<file path="config.mk">
export PLATFORM = sky130hd
export DESIGN_NAME = morse_number_check_encoder
export DESIGN_NICKNAME = d
export VERILOG_FILES = /design/src/hdl/mnce_pkg.sv /design/src/hdl/mnce_front.sv /design/src/hdl/mnce_queue.sv /design/src/hdl/mnce_back.sv /design/src/hdl/morse_number_check_encoder.sv
export SDC_FILE = /design/constraint.sdc
export NUM_CORES = 1
export LEC_CHECK = 0
export ABC_CLOCK_PERIOD_IN_PS = 7500
export BUFFER_PORTS_ARGS = -buffer_cell sky130_fd_sc_hd__buf_2
export CAP_MARGIN = 10
export CORE_ASPECT_RATIO = 0.7
export CORE_MARGIN = 3
export CORE_UTILIZATION = 45
export DETAILED_ROUTE_END_ITERATION = 16
export SLEW_MARGIN = 20
export SYNTH_ARGS = -nofsm -noshare
export SYNTH_HDL_FRONTEND = slang
export SYNTH_SLANG_ARGS = --single-unit
export TNS_END_PERCENT = 20
</file>
<file path="constraint.sdc">
create_clock -name clk_i -period 7.5 [get_ports clk_i]
set_clock_uncertainty 0.05 [all_clocks]
set_input_delay 0.75 -clock clk_i [delete_from_list [all_inputs] [get_ports clk_i]]
set_output_delay 0.75 -clock clk_i [all_outputs]
set_load 0.02 [all_outputs]
</file>
<file path="src/hdl/mnce_pkg.sv">
package mnce_pkg;

  // configuration defaults
  localparam int unsigned MNCE_DIGITS = 4;
  localparam int unsigned MNCE_QDEPTH = 2;

  // field widths
  localparam int unsigned VALUE_W = 16;
  localparam int unsigned DIGIT_W = 4;
  localparam int unsigned DUR_W   = 3;
  localparam int unsigned GAP_W   = 3;
  localparam int unsigned POS_W   = 4;

  // symbol timing in dits
  localparam logic [DUR_W-1:0] DOT_LEN   = 3'd1;
  localparam logic [DUR_W-1:0] DASH_LEN  = 3'd3;
  localparam logic [DUR_W-1:0] INNER_GAP = 3'd1;
  localparam logic [DUR_W-1:0] DIGIT_GAP = 3'd3;
  localparam logic [DUR_W-1:0] END_LEN   = 3'd0;
  localparam logic [GAP_W-1:0] CHECK_GAP_RST = 3'd3;

  // entries per digit, last position of a digit
  localparam logic [POS_W-1:0] POS_LAST = 4'd9;
  localparam logic [DIGIT_W-1:0] DEC_BASE = 4'd10;
  localparam logic [DIGIT_W-1:0] HALF_BASE = 4'd5;

  // divide by ten: q = (n * RECIP10) >> RECIP10_SH, exact for 16-bit n
  localparam int unsigned RECIP10_W  = 17;
  localparam logic [RECIP10_W-1:0] RECIP10 = 17'd52429;
  localparam int unsigned RECIP10_SH = 19;
  localparam int unsigned PROD_W     = VALUE_W + RECIP10_W;
  localparam int unsigned QUO_W      = PROD_W - RECIP10_SH;

  // queue status seen by both sides
  typedef struct packed {
    logic full;
    logic empty;
  } q_stat_t;

endpackage

</file>
<file path="src/hdl/mnce_front.sv">
module mnce_front
  import mnce_pkg::*;
#(
  parameter int unsigned DIGITS = MNCE_DIGITS
) (
  input  logic                         clk_i,
  input  logic                         rst_ni,
  input  logic                         start_i,
  input  logic [VALUE_W-1:0]           value_i,
  output logic                         busy_o,
  input  q_stat_t                      q_stat_i,
  output logic                         push_o,
  output logic [(DIGITS+1)*DIGIT_W-1:0] push_data_o
);

  localparam int unsigned DW = $clog2(DIGITS + 1);
  localparam int unsigned SW = (DIGITS > 1) ? $clog2(DIGITS) : 1;

  typedef enum logic [1:0] {
    ST_IDLE,
    ST_CONV,
    ST_PUSH
  } state_e;

  state_e               state_q;
  logic [VALUE_W-1:0]   n_q;
  logic [SW-1:0]        step_q;
  logic [DIGIT_W-1:0]   csum_q;
  logic [DIGIT_W-1:0]   digits_q [DIGITS+1];

  logic [PROD_W-1:0]    prod;
  logic [QUO_W-1:0]     quo;
  logic [VALUE_W-1:0]   rem_full;
  logic [DIGIT_W-1:0]   dig;
  logic [DIGIT_W:0]     comp;
  logic [DIGIT_W:0]     sum;
  logic [DIGIT_W-1:0]   csum_d;
  logic [DW-1:0]        slot;

  // one decimal digit per cycle by reciprocal multiply
  always_comb begin
    prod     = PROD_W'(n_q) * PROD_W'(RECIP10);
    quo      = prod[PROD_W-1:RECIP10_SH];
    rem_full = n_q - (VALUE_W'(quo) << 3) - (VALUE_W'(quo) << 1);
    dig      = rem_full[DIGIT_W-1:0];
  end

  // running check sum of (10 - digit) mod 10
  always_comb begin
    comp = (dig == '0) ? '0 : {1'b0, DEC_BASE - dig};
    sum  = {1'b0, csum_q} + comp;
    if (sum >= {1'b0, DEC_BASE}) begin
      csum_d = sum[DIGIT_W-1:0] - DEC_BASE;
    end else begin
      csum_d = sum[DIGIT_W-1:0];
    end
    slot = DW'(DIGITS - 1) - DW'(step_q);
  end

  // sequencer over the digits of one request
  always_ff @(posedge clk_i or negedge rst_ni) begin
    if (!rst_ni) begin
      state_q <= ST_IDLE;
      step_q  <= '0;
      csum_q  <= '0;
    end else begin
      unique case (state_q)
        ST_IDLE: begin
          if (start_i) begin
            state_q <= ST_CONV;
            step_q  <= '0;
            csum_q  <= '0;
          end
        end
        ST_CONV: begin
          csum_q <= csum_d;
          if (step_q == SW'(DIGITS - 1)) begin
            state_q <= ST_PUSH;
          end else begin
            step_q <= step_q + 1'b1;
          end
        end
        ST_PUSH: begin
          if (!q_stat_i.full) begin
            state_q <= ST_IDLE;
          end
        end
        default: state_q <= ST_IDLE;
      endcase
    end
  end

  // payload registers
  always_ff @(posedge clk_i) begin
    if (state_q == ST_IDLE && start_i) begin
      n_q <= value_i;
    end else if (state_q == ST_CONV) begin
      n_q <= VALUE_W'(quo);
      digits_q[slot] <= dig;
      if (step_q == SW'(DIGITS - 1)) begin
        digits_q[DIGITS] <= csum_d;
      end
    end
  end

  // flatten digits, slot 0 is sent first
  always_comb begin
    for (int k = 0; k <= DIGITS; k++) begin
      push_data_o[k*DIGIT_W +: DIGIT_W] = digits_q[k];
    end
  end

  assign busy_o = (state_q != ST_IDLE);
  assign push_o = (state_q == ST_PUSH) && !q_stat_i.full;

endmodule

</file>
<file path="src/hdl/mnce_queue.sv">
module mnce_queue
  import mnce_pkg::*;
#(
  parameter int unsigned WIDTH = 20,
  parameter int unsigned DEPTH = MNCE_QDEPTH
) (
  input  logic             clk_i,
  input  logic             rst_ni,
  input  logic             push_i,
  input  logic [WIDTH-1:0] push_data_i,
  input  logic             pop_i,
  output logic [WIDTH-1:0] pop_data_o,
  output q_stat_t          stat_o
);

  localparam int unsigned PW = (DEPTH > 1) ? $clog2(DEPTH) : 1;
  localparam int unsigned CW = $clog2(DEPTH + 1);

  logic [WIDTH-1:0] mem_q [DEPTH];
  logic [PW-1:0]    wr_ptr_q;
  logic [PW-1:0]    rd_ptr_q;
  logic [CW-1:0]    cnt_q;
  logic             do_push;
  logic             do_pop;

  assign stat_o.full  = (cnt_q == CW'(DEPTH));
  assign stat_o.empty = (cnt_q == '0);
  assign do_push      = push_i && !stat_o.full;
  assign do_pop       = pop_i && !stat_o.empty;
  assign pop_data_o   = mem_q[rd_ptr_q];

  // pointers and fill count
  always_ff @(posedge clk_i or negedge rst_ni) begin
    if (!rst_ni) begin
      wr_ptr_q <= '0;
      rd_ptr_q <= '0;
      cnt_q    <= '0;
    end else begin
      if (do_push) begin
        wr_ptr_q <= (wr_ptr_q == PW'(DEPTH - 1)) ? '0 : wr_ptr_q + 1'b1;
      end
      if (do_pop) begin
        rd_ptr_q <= (rd_ptr_q == PW'(DEPTH - 1)) ? '0 : rd_ptr_q + 1'b1;
      end
      if (do_push && !do_pop) begin
        cnt_q <= cnt_q + 1'b1;
      end else if (do_pop && !do_push) begin
        cnt_q <= cnt_q - 1'b1;
      end
    end
  end

  // storage
  always_ff @(posedge clk_i) begin
    if (do_push) begin
      mem_q[wr_ptr_q] <= push_data_i;
    end
  end

endmodule

</file>
<file path="src/hdl/mnce_back.sv">
module mnce_back
  import mnce_pkg::*;
#(
  parameter int unsigned DIGITS = MNCE_DIGITS
) (
  input  logic                          clk_i,
  input  logic                          rst_ni,
  input  q_stat_t                       q_stat_i,
  input  logic [(DIGITS+1)*DIGIT_W-1:0] pop_data_i,
  output logic                          pop_o,
  input  logic [GAP_W-1:0]              check_gap_i,
  output logic                          strobe_o,
  output logic [DUR_W-1:0]              duration_o,
  output logic                          is_mark_o,
  output logic                          last_o
);

  localparam int unsigned DW = $clog2(DIGITS + 1);
  localparam int unsigned EW = (DIGITS + 1) * DIGIT_W;

  logic                act_q;
  logic [DW-1:0]       dig_q;
  logic [POS_W-1:0]    pos_q;
  logic [EW-1:0]       ent_q;
  logic                strobe_q;
  logic [DUR_W-1:0]    dur_q;
  logic                mark_q;
  logic                last_q;

  logic [DIGIT_W-1:0]  cur;
  logic [2:0]          elem;
  logic [DIGIT_W-1:0]  n_first;
  logic [DUR_W-1:0]    first_len;
  logic [DUR_W-1:0]    second_len;
  logic [DUR_W-1:0]    gap_eff;
  logic [DUR_W-1:0]    dur;
  logic                at_end;
  logic                fin;

  // symbol for the current digit and position
  always_comb begin
    cur  = ent_q[{dig_q, 2'b00} +: DIGIT_W];
    elem = pos_q[3:1];
    if (cur >= HALF_BASE) begin
      n_first    = cur - HALF_BASE;
      first_len  = DASH_LEN;
      second_len = DOT_LEN;
    end else begin
      n_first    = cur;
      first_len  = DOT_LEN;
      second_len = DASH_LEN;
    end
    gap_eff = (check_gap_i == '0) ? DUR_W'(1) : check_gap_i;
    at_end  = (dig_q == DW'(DIGITS)) && (pos_q == POS_LAST);
    if (!pos_q[0]) begin
      dur = ({1'b0, elem} < n_first) ? first_len : second_len;
    end else if (pos_q != POS_LAST) begin
      dur = INNER_GAP;
    end else if (dig_q == DW'(DIGITS)) begin
      dur = END_LEN;
    end else if (dig_q == DW'(DIGITS - 1)) begin
      dur = gap_eff;
    end else begin
      dur = DIGIT_GAP;
    end
  end

  assign fin   = act_q && at_end;
  assign pop_o = (!act_q || fin) && !q_stat_i.empty;

  // position counters and request register
  always_ff @(posedge clk_i or negedge rst_ni) begin
    if (!rst_ni) begin
      act_q    <= 1'b0;
      dig_q    <= '0;
      pos_q    <= '0;
      strobe_q <= 1'b0;
    end else begin
      strobe_q <= act_q;
      if (pop_o) begin
        act_q <= 1'b1;
        dig_q <= '0;
        pos_q <= '0;
      end else if (fin) begin
        act_q <= 1'b0;
      end else if (act_q) begin
        if (pos_q == POS_LAST) begin
          pos_q <= '0;
          dig_q <= dig_q + 1'b1;
        end else begin
          pos_q <= pos_q + 1'b1;
        end
      end
    end
  end

  // payload registers
  always_ff @(posedge clk_i) begin
    if (pop_o) begin
      ent_q <= pop_data_i;
    end
    dur_q  <= dur;
    mark_q <= !pos_q[0];
    last_q <= at_end;
  end

  assign strobe_o   = strobe_q;
  assign duration_o = dur_q;
  assign is_mark_o  = mark_q;
  assign last_o     = last_q;

endmodule

</file>
<file path="src/hdl/morse_number_check_encoder.sv">
// morse_number_check_encoder
// spells the lowest DIGITS decimal digits of value_i in morse, most
// significant first with leading zeros, then a check digit that makes all
// digits sum to 0 mod 10; each digit is ten entries (five elements, five gaps)
// request channel: value_i is taken at a clock edge with start_i high and
// busy_o low
// result channel: strobe_o marks one entry per cycle on duration_o,
// is_mark_o and last_o; last_o marks the zero-length terminator entry
// a request yields 10*(DIGITS+1) entries, sent on consecutive cycles
// requests are paced by the output sequencer, which emits one entry per cycle
// while a request is active; a two-entry queue lets the digit converter run
// ahead, and busy_o is high while the converter works or waits for room in
// the queue
// path: converter, queue, then the output sequencer with registered outputs
// config: cfg_we_i writes cfg_wdata_i into the check gap, reset value 3;
// write only while no request is in flight
// reset: queue empties, sequencers idle, no entries are sent
// the receiver cannot stall: every strobe is taken in its own cycle
module morse_number_check_encoder
  import mnce_pkg::*;
#(
  parameter int unsigned DIGITS = MNCE_DIGITS
) (
  input  logic               clk_i,
  input  logic               rst_ni,
  input  logic               start_i,
  input  logic [VALUE_W-1:0] value_i,
  output logic               busy_o,
  input  logic               cfg_we_i,
  input  logic [GAP_W-1:0]   cfg_wdata_i,
  output logic               strobe_o,
  output logic [DUR_W-1:0]   duration_o,
  output logic               is_mark_o,
  output logic               last_o
);

  localparam int unsigned EW = (DIGITS + 1) * DIGIT_W;

  logic [GAP_W-1:0] check_gap_q;
  q_stat_t          q_stat;
  logic             push;
  logic [EW-1:0]    push_data;
  logic             pop;
  logic [EW-1:0]    pop_data;

  // check gap register
  always_ff @(posedge clk_i or negedge rst_ni) begin
    if (!rst_ni) begin
      check_gap_q <= CHECK_GAP_RST;
    end else if (cfg_we_i) begin
      check_gap_q <= cfg_wdata_i;
    end
  end

  // digit conversion
  mnce_front #(
    .DIGITS(DIGITS)
  ) u_front (
    .clk_i      (clk_i),
    .rst_ni     (rst_ni),
    .start_i    (start_i),
    .value_i    (value_i),
    .busy_o     (busy_o),
    .q_stat_i   (q_stat),
    .push_o     (push),
    .push_data_o(push_data)
  );

  // queue between converter and sequencer
  mnce_queue #(
    .WIDTH(EW),
    .DEPTH(MNCE_QDEPTH)
  ) u_queue (
    .clk_i      (clk_i),
    .rst_ni     (rst_ni),
    .push_i     (push),
    .push_data_i(push_data),
    .pop_i      (pop),
    .pop_data_o (pop_data),
    .stat_o     (q_stat)
  );

  // symbol sequencer
  mnce_back #(
    .DIGITS(DIGITS)
  ) u_back (
    .clk_i      (clk_i),
    .rst_ni     (rst_ni),
    .q_stat_i   (q_stat),
    .pop_data_i (pop_data),
    .pop_o      (pop),
    .check_gap_i(check_gap_q),
    .strobe_o   (strobe_o),
    .duration_o (duration_o),
    .is_mark_o  (is_mark_o),
    .last_o     (last_o)
  );

endmodule

</file>
==> metrics.txt <==
status=complete, but fails checks; failing checks=setup timing; HPWL after detailed placement=18800 um; Cells after Synth=873; Routed Antenna Nets=0; Area Growth Syn to Fin=22.79%; min cycle time layout=7.632 ns; Worst-path clk slew=0.06 ns; largest net degree at the start of global routing=25; Placed Cells incl. Taps=1242; Core Area=21790 um2; CTS tree=yes; first-pass GRT wire length=37930 um; endpoints failing setup=6; antenna cell count=0; area fraction of the dominant cell type after synthesis=0.2870; Worst Hold Class=primary input to async pin; # rows=45; most common flop cell mapped by yosys=edfxtp_1; Distinct cells, synth=60; nature of the critical path startpoint=register; relative slew slack=0.3461; drc violations=0; CTS Root Cell=clkbuf_16; slowest CP cell=edfxtp_1; DP Worst Slack=-0.4863 ns; sink count of the clock tree=125; Seq/Total Area, Yosys=0.3570; detailed-routing iteration count for the pre-antenna-repair pass=5; chip width=184.6 um; CP Max Fanout=5; Max clock buf depth=2; initial antenna violation count=0; final core utilization=0.5661; number of global-route vias before repair=6869; Post-Synth XOR/XNOR Area=0.02877; largest cells by area after synthesis=edfxtp_1, ha_1, fa_1; Layout Cells excl Fill=1297; Final Cycle Share=1.018; Wirelength per Cell=18.19 um; Port Buffers=29; Max stage delay on crit path=0.55 ns; WP buf/inv=5; worst endpoint required time=7.81 ns; crit end category=register; DR vias=6600; layout cells sized above 1=0.2542; fin nets=1259; Post-synth top cells=inv_1, ha_1, edfxtp_1; kind of critical path=register to register; worst-margin pin slew=0.9809 ns; hold_buf cts=0; synth warn=0; syn_nets=1130; die height=131.0 um; Slew Limit Fails=0; fmax=131.0 MHz; adder-cell area share of the yosys netlist=0.3520; EDFF count, synth=96; Cell Area, Synth=10050 um2; die footprint=24180 um2; Clk Latency, worst-skew pair=0.42 ns; CTS H-tree depth=4; max_cap viols=0; crit-path leading delay family=adder cells; DR vias/cell=5.089; multiplexer share of the synthesized area=0.04471; grt total ovfl=0; IO Pins=30; final worst slack=-0.1317 ns; asr flop ratio synth=0.1920; simple-gate share of the synthesized area=0.07697; synthesized area per cell=11.51 um2; count leader, synth=inv_1; Initial Util=0.4610; 1st-iter DRT viols=447; largest area contributor in the netlist=edfxtp_1; #FFs+latches synth=125; Worst Path Arrival=7.94 ns; CTS Buf Count=17; main combinational cell family by area after synthesis=adder cells; Synth Area in Compound Gates=0.06925; DRT Wirelength=23590 um; Overall Global Routing Usage=0.2099; Final Hold Vio Count=0; RD Place Congestion=0.8868; RSZ-0062 raised after global routing=yes
-- timing repair --
action                                  CTS  global route
pin swaps                                49            21
resized for setup                        43            27
gates cloned                              0             0
endpoints found under the setup margin    6             6
buffers inserted                         21             2
-- layer usage --
layer | wire length (um) | global-route usage | up-vias
met5 | 0 | 0 | -
met4 | 177 | 0.03776 | 0
met3 | 1598 | 0.06586 | 14
met2 | 9073 | 0.2733 | 145
met1 | 12740 | 0.3383 | 3235
li1 | - | - | 3206
-- registers in the layout (all words and copies together), names as in the netlist --
register           count
u_front.state_q        2
u_back.is_mark_o       1
check_gap_q            3
u_queue.mem_q         40
u_front.step_q         2
u_front.digits_q      20
u_back.act_q           1
u_back.pos_q           4
u_back.duration_o      3
u_back.ent_q          20
u_front.n_q           16
u_queue.wr_ptr_q       1
u_back.strobe_o        1
u_back.dig_q           3
u_queue.cnt_q          2
u_front.csum_q         4
u_back.last_o          1
u_queue.rd_ptr_q       1
-- through the flow --
stage | cell area [um2] | hold slack (ns) | TNS [ns]
2_1_floorplan | 10140 | 0.3715 | 0
3_3_place_gp | 11100 | 0.3748 | -0.9959
3_5_place_dp | 11100 | 0.3829 | -2.361
4_1_cts | 12150 | 0.3084 | -0.4919
5_1_grt | 12340 | 0.3507 | -2.652
6_report | 12340 | 0.2968 | -0.5152
-- kinds of logic after synthesis --
group	Yosys count
flip-flops	125
adder cells (fa/ha/maj)	234
XOR/XNOR	29
buffers and inverters	189
multiplexers	36
AO/OA/AOI/OAI	108
AND/OR/NAND/NOR	152
-- placed cells by master (no fill, tap or decap), types with 7 or more instances in the layout --
cell type / Yosys / final
xnor2_1: 13 / 12
xor2_1: 14 / 12
o21ai_0: 26 / 23
inv_1: 180 / 173
nand2b_1: 7 / 7
and2_1: 10 / 10
nand2_1: 50 / 47
buf_2: 0 / 29
nor2_1: 28 / 28
fa_1: 81 / 78
inv_2: 0 / 7
a21o_1: 8 / 8
and3_1: 14 / 14
mux2_2: 27 / 27
a21oi_2: 2 / 7
buf_6: 1 / 8
a21oi_1: 31 / 23
a31oi_1: 8 / 7
ha_1: 153 / 128
dfrtp_1: 22 / 22
nand3_1: 17 / 17
edfxtp_1: 96 / 96
ha_4: 0 / 24
nor2b_1: 7 / 7
clkbuf_16: 0 / 17
buf_4: 0 / 82
-- path summary, 6_finish.rpt --
| check | from | end | slack, ns | depth (start not counted) |
|---|---|---|---|---|
| hold / removal | rst_ni | check_gap_q[2] | 0.30 | 1 |
| setup reg to reg | u_front.n_q[1] | u_front.csum_q[2] | -0.13 | 36 |
| min in group clk_i | u_front.digits_q[3][2] | u_queue.mem_q[1][14] | 0.39 | 0 |
| max in group asynchronous | rst_ni | u_front.csum_q[1] | 6.67 | 1 |
| setup / recovery | u_front.n_q[1] | u_front.csum_q[2] | -0.13 | 36 |
| hold reg to reg | u_front.digits_q[3][2] | u_queue.mem_q[1][14] | 0.39 | 0 |
-- area by class of cell --
type	count	area, um2
fill	1820	9454
multi-input combinational	559	6254
sequential	125	3586
timing repair buffer	119	850.8
inverter	180	675.6
clock buffer	21	450.4
tap	282	352.8
clock inverter	11	166.4
Power is left out: the tool's default activity adds up to more than one toggle a clock period on the data nets, which glitch-free logic cannot reach.
